===== config.mk =====
export PLATFORM = sky130hd
export DESIGN_NAME = cursor_list_editor_unit
export DESIGN_NICKNAME = d
export VERILOG_FILES = /design/src/design/cle_pkg.sv /design/src/design/cursor_list_editor_unit.sv
export SDC_FILE = /design/constraint.sdc
export NUM_CORES = 1
export LEC_CHECK = 0
export BUFFER_PORTS_ARGS = -buffer_cell sky130_fd_sc_hd__buf_2
export CELL_PAD_IN_SITES_DETAIL_PLACEMENT = 1
export CELL_PAD_IN_SITES_GLOBAL_PLACEMENT = 2
export CORE_UTILIZATION = 45
export DETAILED_ROUTE_END_ITERATION = 8
export GPL_ROUTABILITY_DRIVEN = 0
export PLACE_DENSITY = 0.8
export SLEW_MARGIN = 20
export SYNTH_ARGS = -nofsm -noshare
export SYNTH_HDL_FRONTEND = slang
export SYNTH_SLANG_ARGS = --single-unit

===== constraint.sdc =====
create_clock -name clk -period 4.94 [get_ports clk]
set_input_delay 0.741 -clock clk [delete_from_list [all_inputs] [get_ports clk]]
set_output_delay 0.741 -clock clk [all_outputs]
set_load 0.02 [all_outputs]

===== src/design/cle_pkg.sv =====
// Package for the cursor list editor: opcode and status codes, widths of
// the result fields, and the result record. No dependencies.
`timescale 1ns / 1ps
package cle_pkg;

  localparam int DEPTH_DEFAULT = 64;
  localparam int LEN_W = 7;
  localparam int POS_W = 6;

  typedef enum logic [3:0] {
    OP_INS_AFTER = 4'd0,
    OP_INS_HEAD  = 4'd1,
    OP_FRONT     = 4'd2,
    OP_REAR      = 4'd3,
    OP_PREV      = 4'd4,
    OP_NEXT      = 4'd5,
    OP_SEEK      = 4'd6,
    OP_DELETE    = 4'd7,
    OP_REPLACE   = 4'd8,
    OP_READ      = 4'd9,
    OP_LIST      = 4'd10,
    OP_REVERSE   = 4'd11,
    OP_FIND      = 4'd12,
    OP_COUNT     = 4'd13,
    OP_DEDUPE    = 4'd14,
    OP_CLEAR     = 4'd15
  } op_t;

  typedef enum logic [1:0] {
    ST_OK        = 2'd0,
    ST_FULL      = 2'd1,
    ST_EMPTY     = 2'd2,
    ST_NOT_FOUND = 2'd3
  } stat_t;

  typedef struct packed {
    stat_t             status;
    logic [7:0]        item;
    logic [LEN_W-1:0]  idx;
    logic              atc;
    logic [LEN_W-1:0]  mc;
  } res_t;

endpackage


===== src/design/cursor_list_editor_unit.sv =====
// Cursor list editor top level: character memory, sequencer and output word
// register. Depends on cle_pkg.
`timescale 1ns / 1ps
// Channel | Handshake           | Word
// input   | in_valid, in_stall  | opcode, value, seek_index
// output  | out_valid, out_stall| status, item, item_index, at_cursor, match_count,
//         |                     | list_length, is_empty, cursor_position, last
// One memory port pair does all the work, with one read or one write per cycle.
// Navigation, replace and clear finish straight from idle; insert and delete
// move each item with a read and a write; find, count, list and reverse read each item in turn;
// dedupe reads and compares each pair, up to DEPTH*DEPTH pairs.
// Reset empties the list at once; the memory holds no reset state.
// A stalled output word holds the sequencer only when it has a new word.
module cursor_list_editor_unit
  import cle_pkg::*;
#(
  parameter int DEPTH = DEPTH_DEFAULT
) (
  input  logic             clk,
  input  logic             rst,
  input  logic             in_valid,
  output logic             in_stall,
  input  logic [3:0]       opcode,
  input  logic [7:0]       value,
  input  logic [5:0]       seek_index,
  output logic             out_valid,
  input  logic             out_stall,
  output logic [1:0]       status,
  output logic [7:0]       item,
  output logic [LEN_W-1:0] item_index,
  output logic             at_cursor,
  output logic [LEN_W-1:0] match_count,
  output logic [LEN_W-1:0] list_length,
  output logic             is_empty,
  output logic [POS_W-1:0] cursor_position,
  output logic             last
);

  localparam int AW = $clog2(DEPTH);
  localparam int CW = $clog2(DEPTH + 1);

  typedef enum logic [14:0] {
    S_IDLE    = 15'b000000000000001,
    S_INS_RD  = 15'b000000000000010,
    S_INS_WR  = 15'b000000000000100,
    S_INS_PUT = 15'b000000000001000,
    S_DEL_RD  = 15'b000000000010000,
    S_DEL_WR  = 15'b000000000100000,
    S_DEL_END = 15'b000000001000000,
    S_SCAN_RD = 15'b000000010000000,
    S_SCAN_CK = 15'b000000100000000,
    S_STR_RD  = 15'b000001000000000,
    S_STR_OUT = 15'b000010000000000,
    S_DD_RDI  = 15'b000100000000000,
    S_DD_GETI = 15'b001000000000000,
    S_DD_RDJ  = 15'b010000000000000,
    S_DD_CHKJ = 15'b100000000000000
  } state_t;

  localparam state_t S_EMIT_UNUSED = S_IDLE;

  state_t         state;
  logic           emit;
  op_t            op;
  logic [7:0]     val;
  logic [CW-1:0]  count;
  logic [AW-1:0]  cur;
  logic [CW-1:0]  i;
  logic [CW-1:0]  j;
  logic [CW-1:0]  n;
  logic [7:0]     x;
  res_t           res;

  logic [7:0]     mem [DEPTH];
  logic [7:0]     rdata;
  logic           rd_en;
  logic [AW-1:0]  rd_addr;
  logic           we;
  logic [AW-1:0]  wa;
  logic [7:0]     wd;
  logic [AW-1:0]  str_addr;
  logic           str_last;
  logic           out_free;
  logic           in_fire;
  logic           match;
  logic [CW-1:0]  n_new;
  logic [CW-1:0]  ins_pos;
  logic [LEN_W-1:0] seek_ext;
  stat_t          start_status;

  assign in_stall = (state != S_IDLE) || emit;
  assign in_fire  = in_valid && !in_stall;
  assign out_free = !out_valid || !out_stall;
  assign match    = (rdata == val);
  assign n_new    = n + CW'(match);
  assign str_last = (op == OP_READ) || (i + CW'(1) == count);
  assign seek_ext = LEN_W'(seek_index);
  assign ins_pos  = (opcode == OP_INS_HEAD || count == '0) ? '0 : CW'(cur) + CW'(1);

  always_comb begin
    if (opcode == OP_INS_AFTER || opcode == OP_INS_HEAD) begin
      start_status = (count == CW'(DEPTH)) ? ST_FULL : ST_OK;
    end else if (opcode == OP_CLEAR || opcode == OP_DEDUPE) begin
      start_status = ST_OK;
    end else if (count == '0) begin
      start_status = ST_EMPTY;
    end else begin
      start_status = ST_OK;
    end
  end

  always_comb begin
    if (op == OP_READ) begin
      str_addr = cur;
    end else if (op == OP_REVERSE) begin
      str_addr = AW'(count - CW'(1) - i);
    end else begin
      str_addr = AW'(i);
    end
  end

  always_comb begin
    rd_en   = 1'b0;
    rd_addr = '0;
    we      = 1'b0;
    wa      = '0;
    wd      = val;
    case (state)
      S_IDLE: begin
        if (in_fire && opcode == OP_REPLACE && count != '0) begin
          we = 1'b1;
          wa = cur;
          wd = value;
        end
      end
      S_INS_RD: begin
        rd_en   = 1'b1;
        rd_addr = AW'(i - CW'(1));
      end
      S_INS_WR: begin
        we = 1'b1;
        wa = AW'(i);
        wd = rdata;
      end
      S_INS_PUT: begin
        we = 1'b1;
        wa = AW'(j);
      end
      S_DEL_RD: begin
        rd_en   = 1'b1;
        rd_addr = AW'(i + CW'(1));
      end
      S_DEL_WR: begin
        we = 1'b1;
        wa = AW'(i);
        wd = rdata;
      end
      S_SCAN_RD: begin
        rd_en   = 1'b1;
        rd_addr = AW'(i);
      end
      S_STR_RD: begin
        rd_en   = 1'b1;
        rd_addr = str_addr;
      end
      S_DD_RDI: begin
        rd_en   = (i != count);
        rd_addr = AW'(i);
      end
      S_DD_RDJ: begin
        if (j == n) begin
          we = 1'b1;
          wa = AW'(n);
          wd = x;
        end else begin
          rd_en   = 1'b1;
          rd_addr = AW'(j);
        end
      end
      default: begin
      end
    endcase
  end

  always_ff @(posedge clk) begin
    if (we) begin
      mem[wa] <= wd;
    end
    if (rd_en) begin
      rdata <= mem[rd_addr];
    end
  end

  always_ff @(posedge clk) begin
    if (rst) begin
      out_valid <= 1'b0;
    end else begin
      if (out_valid && !out_stall) begin
        out_valid <= 1'b0;
      end
      if (emit && out_free) begin
        out_valid   <= 1'b1;
        status      <= res.status;
        item        <= res.item;
        item_index  <= res.idx;
        at_cursor   <= res.atc;
        match_count <= res.mc;
        last        <= 1'b1;
      end else if (state == S_STR_OUT && out_free) begin
        out_valid   <= 1'b1;
        status      <= ST_OK;
        item        <= rdata;
        item_index  <= LEN_W'(str_addr);
        at_cursor   <= (str_addr == cur);
        match_count <= '0;
        last        <= str_last;
      end
      if ((emit || state == S_STR_OUT) && out_free) begin
        list_length     <= LEN_W'(count);
        is_empty        <= (count == '0);
        cursor_position <= POS_W'(cur);
      end
    end
  end

  always_ff @(posedge clk) begin
    if (rst) begin
      state <= S_IDLE;
      emit  <= 1'b0;
      count <= '0;
      cur   <= '0;
    end else begin
      if (emit && out_free) begin
        emit <= 1'b0;
      end
      case (state)
        S_IDLE: begin
          if (in_fire) begin
            op         <= op_t'(opcode);
            val        <= value;
            res        <= {start_status, {($bits(res_t) - 2){1'b0}}};
            i          <= '0;
            n          <= '0;
            case (opcode)
              OP_INS_AFTER, OP_INS_HEAD: begin
                if (count == CW'(DEPTH)) begin
                  emit       <= 1'b1;
                end else begin
                  j     <= ins_pos;
                  i     <= count;
                  state <= (count > ins_pos) ? S_INS_RD : S_INS_PUT;
                end
              end
              OP_CLEAR: begin
                count <= '0;
                cur   <= '0;
                emit  <= 1'b1;
              end
              OP_DEDUPE: begin
                state <= S_DD_RDI;
              end
              default: begin
                if (count == '0) begin
                  emit       <= 1'b1;
                end else begin
                  case (opcode)
                    OP_FRONT: begin
                      cur  <= '0;
                      emit <= 1'b1;
                    end
                    OP_REAR: begin
                      cur  <= AW'(count - CW'(1));
                      emit <= 1'b1;
                    end
                    OP_PREV: begin
                      if (cur != '0) begin
                        cur <= cur - AW'(1);
                      end
                      emit <= 1'b1;
                    end
                    OP_NEXT: begin
                      if (CW'(cur) + CW'(1) < count) begin
                        cur <= cur + AW'(1);
                      end
                      emit <= 1'b1;
                    end
                    OP_SEEK: begin
                      if (seek_ext < LEN_W'(count)) begin
                        cur <= AW'(seek_index);
                      end else begin
                        cur <= AW'(count - CW'(1));
                      end
                      emit <= 1'b1;
                    end
                    OP_DELETE: begin
                      i     <= CW'(cur);
                      state <= (CW'(cur) + CW'(1) < count) ? S_DEL_RD : S_DEL_END;
                    end
                    OP_READ, OP_LIST, OP_REVERSE: begin
                      state <= S_STR_RD;
                    end
                    OP_FIND, OP_COUNT: begin
                      state <= S_SCAN_RD;
                    end
                    default: begin
                      emit <= 1'b1;
                    end
                  endcase
                end
              end
            endcase
          end
        end
        S_INS_RD: begin
          state <= S_INS_WR;
        end
        S_INS_WR: begin
          i     <= i - CW'(1);
          state <= (i - CW'(1) > j) ? S_INS_RD : S_INS_PUT;
        end
        S_INS_PUT: begin
          count <= count + CW'(1);
          cur   <= AW'(j);
          emit  <= 1'b1;
          state <= S_IDLE;
        end
        S_DEL_RD: begin
          state <= S_DEL_WR;
        end
        S_DEL_WR: begin
          i     <= i + CW'(1);
          state <= (i + CW'(2) < count) ? S_DEL_RD : S_DEL_END;
        end
        S_DEL_END: begin
          count <= count - CW'(1);
          if (CW'(cur) + CW'(1) == count) begin
            cur <= '0;
          end
          emit  <= 1'b1;
          state <= S_IDLE;
        end
        S_SCAN_RD: begin
          state <= S_SCAN_CK;
        end
        S_SCAN_CK: begin
          if (op == OP_FIND) begin
            if (match) begin
              res.item <= val;
              res.idx  <= LEN_W'(i + CW'(1));
              emit     <= 1'b1;
              state    <= S_IDLE;
            end else if (i + CW'(1) == count) begin
              res.item   <= val;
              res.status <= ST_NOT_FOUND;
              emit       <= 1'b1;
              state      <= S_IDLE;
            end else begin
              i     <= i + CW'(1);
              state <= S_SCAN_RD;
            end
          end else begin
            n <= n_new;
            if (i + CW'(1) == count) begin
              res.mc     <= LEN_W'(n_new);
              res.status <= (n_new == '0) ? ST_NOT_FOUND : ST_OK;
              emit       <= 1'b1;
              state      <= S_IDLE;
            end else begin
              i     <= i + CW'(1);
              state <= S_SCAN_RD;
            end
          end
        end
        S_STR_RD: begin
          state <= S_STR_OUT;
        end
        S_STR_OUT: begin
          if (out_free) begin
            i     <= i + CW'(1);
            state <= str_last ? S_IDLE : S_STR_RD;
          end
        end
        S_DD_RDI: begin
          if (i == count) begin
            count <= n;
            cur   <= '0;
            emit  <= 1'b1;
            state <= S_IDLE;
          end else begin
            state <= S_DD_GETI;
          end
        end
        S_DD_GETI: begin
          x     <= rdata;
          j     <= '0;
          state <= S_DD_RDJ;
        end
        S_DD_RDJ: begin
          if (j == n) begin
            n     <= n + CW'(1);
            i     <= i + CW'(1);
            state <= S_DD_RDI;
          end else begin
            state <= S_DD_CHKJ;
          end
        end
        S_DD_CHKJ: begin
          if (rdata == x) begin
            i     <= i + CW'(1);
            state <= S_DD_RDI;
          end else begin
            j     <= j + CW'(1);
            state <= S_DD_RDJ;
          end
        end
        default: begin
          state <= S_EMIT_UNUSED;
        end
      endcase
    end
  end

  a_count_bound: assert property (@(posedge clk) disable iff (rst)
    count <= CW'(DEPTH))
    else $error("item count beyond depth");

  a_cursor_in_list: assert property (@(posedge clk) disable iff (rst)
    (count == '0 && cur == '0) || (CW'(cur) < count))
    else $error("cursor outside the list");

  a_partial_only_streamed: assert property (@(posedge clk) disable iff (rst)
    out_valid && !last |-> (op == OP_LIST || op == OP_REVERSE))
    else $error("word without last mark outside a stream");

endmodule


# Word-level counts from Yosys, hierarchy flattened
# Memory sizes are Yosys's and may differ from the RTL's. A register that Yosys moved wholly into a read port is not among the register bits.
# Cells that the tools add are included.
dict set report totals {
  regBits 135
  output_inout_bits 42
  inputBits 22
  mem_count 1
  ramBits 512
}
dict set report classes {
  n_eq_ne 68
  n_reduce_logical 54
  magnitude_cmp 5
  n_addsub 12
  n_bitwise 1
  muxes 112
}
# name words width rd rd_ports_with_merged_regs write_ports line
set memory_table {}
lappend memory_table {mem 64 8 1 1 1 cursor_list_editor_unit.sv:74} ;# logic [7:0] mem [DEPTH];
# cell count
set op_table {}
lappend op_table {{7-bit 2-to-1 mux} 28}
lappend op_table {{15-bit case mux with 13 select lines} 1}
lappend op_table {{15-bit 2-to-1 mux} 7}
lappend op_table {{15-bit case mux with 3 select lines} 2}
lappend op_table {{6-bit 2-to-1 mux} 14}
lappend op_table {{6-bit case mux with 5 select lines} 2}
lappend op_table {{8-bit 2-to-1 mux} 7}
lappend op_table {{7-bit case mux with 7 select lines} 1}
lappend op_table {{6-bit case mux with 4 select lines} 2}
lappend op_table {{4-bit == test (second input constant)} 11}
lappend op_table {{7-bit case mux with 3 select lines} 2}
lappend op_table {{17-bit case mux with 2 select lines} 1}
lappend op_table {{2-bit inequality test (second input constant)} 15}
lappend op_table {{7-bit by 1-bit adder with 7-bit output (second input constant)} 4}
lappend op_table {{7-bit == test} 4}
lappend op_table {{7-bit case mux with 2 select lines} 2}
lappend op_table {{7-bit case mux with 4 select lines} 1}
lappend op_table {{25-bit 2-to-1 mux} 1}
lappend op_table {{5-bit AND reduction} 5}
lappend op_table {{8-bit case mux with 3 select lines} 1}
lappend op_table {{1-bit 2-to-1 mux} 20}
lappend op_table {{10-bit 2-to-1 mux} 2}
lappend op_table {{2-bit 2-to-1 mux} 9}
lappend op_table {{4-bit by 3-bit == test with 1-bit output (second input constant)} 4}
lappend op_table {{65 further kinds} 106}

# Longest topological paths before layout
dict set report depth {
  word_depth 10
  ltp_mapped 18
  ltp_nobuf 15
}

# Least setup slack after synthesis
# No wires, ideal clock.
dict set report synth_path {
  kind {reg-to-reg}
  startpoint {register count[0]}
  endpoint {register rdata[5] (read register of mem), data pin}
  required_time_ps 4676
  stages_incl_launch_ff 17
  slack_ps 820
  setup_ps 264
  period_less_slack_ps 4120
  arrival_ps 3856
  cell_sequence {dfxtp_1 clkbuf_1 inv_1 ha_1 xor2_1 ha_1 a21oi_1 a21boi_0 o21ai_0 nand2b_1 or3b_2 a41oi_1 a21o_1 clkbuf_1 nand3_1 a311oi_1 nor3_1}
}
dict set report synth_between {
  elab_chain_cells 5
  word_cells_on_any_way 7
}
# item line
set synth_rtl {}
lappend synth_rtl {{from (decl)} cursor_list_editor_unit.sv:66} ;# logic [CW-1:0] count;
lappend synth_rtl {{from (signal assigned)} cursor_list_editor_unit.sv:322} ;# count <= count + CW'(1);
lappend synth_rtl {{from (signal assigned)} cursor_list_editor_unit.sv:335} ;# count <= count - CW'(1);
lappend synth_rtl {{from (signal assigned)} cursor_list_editor_unit.sv:385} ;# count <= n;
lappend synth_rtl {{7-bit by 1-bit subtractor with 7-bit output} -}
lappend synth_rtl {{6-bit subtractor} cursor_list_editor_unit.sv:116} ;# str_addr = AW'(count - CW'(1) - i);
lappend synth_rtl {{6-bit 2-to-1 mux} cursor_list_editor_unit.sv:115} ;# end else if (op == OP_REVERSE) begin
lappend synth_rtl {{6-bit 2-to-1 mux} cursor_list_editor_unit.sv:113} ;# if (op == OP_READ) begin
lappend synth_rtl {{6-bit case mux with 5 select lines} cursor_list_editor_unit.sv:128} ;# case (state)
lappend synth_rtl {{to (decl)} cursor_list_editor_unit.sv:75} ;# logic [7:0] rdata;
# Parallel ways exist; a longest one is shown, timed or not.
# A chain may end at the register's enable or synchronous reset.

# Worst setup path after layout
dict set report layout_path {
  startpoint {register count[1]}
  endpoint {register rdata[3] (read register of mem), data pin}
}
# Same word-level chain as after synthesis.

==> impl_metrics.yaml <==
floorplanning:
  pin_count: 64
  fp.coreArea_mm2: 0.0661
  start_util: 0.457
  die_w_um: 261
  die-area_mm2: 0.0682
  rows: 94
  fp.dieH_um: 261
grt:
  grt_use_total: 0.293
  grt.overflow.total: 0
  grt_pass1_vias: 22000
  grt_max_degree: 65
  antenna_found_initial: 0
  grt_pass1_wl_um: 146000
logic_synthesis:
  seq_area_frac_synth: 0.641
  syn_nets: 2388
  ys.flop_type: "edfxtp_1"
  synth-xor-area-share: 0.0217
  synth_area_mm2: 0.0302
  yosys.area_share.simple: 0.123
  synthMuxAreaShare: 0.0698
  synth_fa_ha_area_frac: 0.0245
  syn_inst: 2308
  syn_area_per_cell_um2: 13.1
  synth_seq_cells: 655
  synth_compound_area_frac: 0.0944
  synth_top_family_by_area: "simple AND/OR/NAND/NOR gates"
  postSynth.asyncResetShare: 0
  synth-edff-count: 625
  yosysUniqueCellTypes: 85
  synth-warning-count: 0
timing:
  relSlewSlack: 0.290
  min_period_ns: 4.68
  final_hold_viol_count: 0
  tns_ns: 0
  slew_violations: 0
  finalSetupViolCount: 0
  finalCritPeriodShare: 0.947
  rsz0062_at_grt: "no"
  worst_pin_slew_ns: 1.06
  fmax_ghz: 0.214
  fin_worst_skew_ns: 0.0280
  whs_ns: 0.326
routing:
  via_count: 21500
  wl_per_cell_um: 29.2
  drt_iter0_drc: 1981
  dr.pass1.iters: 9
  vias_per_cell: 6.31
  drt_wl_total_um: 99400
  drtAntennaViolNets: 0
  drc: 2
final_layout:
  drive_above_1_share: 0.177
  regArea_mm2: 0.0194
  diodes: 0
  fin_cells: 3402
  mostFrequentLayoutCell: "edfxtp_1"
  fillerInstances: 6607
  multi_input_area_mm2: 0.0102
  nets: 2566
  layout_common_cells: "625 x edfxtp_1, 280 x nand2_1, 172 x buf_4, 169 x nor2_1, 100 x a21oi_1"
  final_area_mm2: 0.0348
  syn2layout_area_growth_pct: 15.1
worst_setup_path:
  worstSetupPathType: "reg2reg"
  worst-endpoint-required_ns: 5.32
  startpoint_type: "flop"
  endpoint_kind: "flop"
  critPathArrivalTime_ns: 5.05
  crit_fanout: 21
clock_network:
  cts_max_level: 3
  cts_sinks: 655
  clk_pin_slew_worst_paths_ns: 0.06
  cts_max_path_buffers: 3
  cts_hold_buf: 0
  cts_tree: "built"
  clk_latency_ns: 0.63
  cts_resized: 0
  clock-root-buffer: "clkbuf_16"
  cts-buffers-inserted: 72
  cts_setup_buffers: 0
run:
  cap_violations: 0
outcome:
  status: "finished, violations left"
  violations: "DRC"
power:
  leakagePower_nw: 12.1
  power.density_mw_per_mm2: 437
  ir_drop_v: 0.000325
  p_total_mw: 15.2
placed_design:
  port_buffers: 63
  postPlaceCellArea_mm2: 0.0325
  dp.cells: 3276
  post-dp-hpwl_um: 68000
worst_hold_path:
  hold_class: "in2reg"
-- state kept, by name (all words and copies together) (netlist names), 4 cells and up --
| register | count |
|---|---|
| item | 8 |
| x | 8 |
| rdata | 8 |
| i | 7 |
| item_index | 7 |
| mem | 512 |
| list_length | 7 |
| cursor_position | 6 |
| val | 8 |
| cur | 6 |
| match_count | 7 |
| n | 7 |
| state | 15 |
| res | 24 |
| count | 7 |
| j | 7 |
| op | 4 |
-- report_power, final --
| part | internal [mW] | switching [mW] |
|---|---|---|
| registers | 6.44 | 0.145 |
| logic | 1.14 | 2.22 |
| clock network | 3.02 | 2.24 |
-- layout make-up --
class / instances / area share
Clock buffer: 88 / 0.0550
Clock inverter: 38 / 0.0102
Inverter: 47 / 0.00507
Multi-Input combinational cell: 1470 / 0.293
Sequential cell: 655 / 0.556
Tap cell: 864 / 0.0311
Timing Repair Buffer: 240 / 0.0490
-- stage by stage --
step / setup WS [ns] / utilization
2_1_floorplan: 0.820 / -
3_3_place_gp: 0.443 / 0.492
3_5_place_dp: 0.343 / 0.492
4_1_cts: 0.267 / 0.527
5_1_grt: 0.132 / 0.527
6_report: 0.263 / 0.527
-- path summary, 6_finish.rpt --
kind / from / end / slack (ns) / cells after the start
hold reg to reg: cur[5] / cursor_position[5] / 0.50 / 0
setup reg to reg: count[1] / rdata[3] / 0.26 / 14
hold / removal: value[0] / val[0] / 0.33 / 1
setup / recovery: count[1] / rdata[3] / 0.26 / 14
-- metal layers --
layer  track usage  share of wire  up-vias  wire length [um]
met5             0              0        -                 0
met4         0.121          0.041        0              4080
met3        0.0441          0.073      210              7290
met2         0.481           0.48      964             47800
met1         0.390           0.40    11000             40100
li1              -              -     9246                 -
-- kinds of logic after synthesis --
group                    Yosys count
AO/OA/AOI/OAI                    412
XOR/XNOR                          75
adder cells (fa/ha/maj)           58
buffers and inverters            183
flip-flops                       655
multiplexers                     140
AND/OR/NAND/NOR                  785
-- worst max-delay path, stage by stage (launching register included) --
cell and delay [ns]:
dfxtp_1 0.33, inv_1 0.13, ha_1 0.47, fa_1 0.51
nand2_1 0.09, o21ai_0 0.07, o21ai_1 0.45, a2111o_2 0.65
buf_4 0.45, mux2_2 0.39, nor3_1 0.19, a2111oi_2 0.06
o21ai_1 0.25, o31ai_1 0.13, a31o_1 0.21
-- Yosys cell counts, drive strengths merged (7+ instances only) --
library cell,number,area share
xnor2,49,0.014
a22o,14,0.0041
ha,56,0.023
a211oi,19,0.0049
nor3,40,0.0068
o221ai,12,0.0035
a22oi,16,0.0040
o22ai,16,0.0033
nor2,170,0.021
edfxtp,625,0.62
nand2,288,0.036
nand4,38,0.0079
mux2i,68,0.023
a222oi,12,0.0040
nand2b,11,0.0023
mux2,17,0.0063
a221o,10,0.0033
and2,21,0.0043
xor2,26,0.0075
buf,45,0.0091
nor4,14,0.0033
a221oi,16,0.0048
o31ai,13,0.0032
o211ai,14,0.0035
mux4,55,0.041
and3,37,0.0077
a31oi,28,0.0058
or3,8,0.0017
nor3b,7,0.0017
clkbuf,91,0.011
nand3,94,0.016
nor2b,15,0.0031
o21a,10,0.0027
dfxtp,30,0.020
a21oi,100,0.017
a32oi,11,0.0032
inv,47,0.0058
o21ai,63,0.010
a21o,15,0.0037
Note: power is estimated with default switching activity, not from simulation.
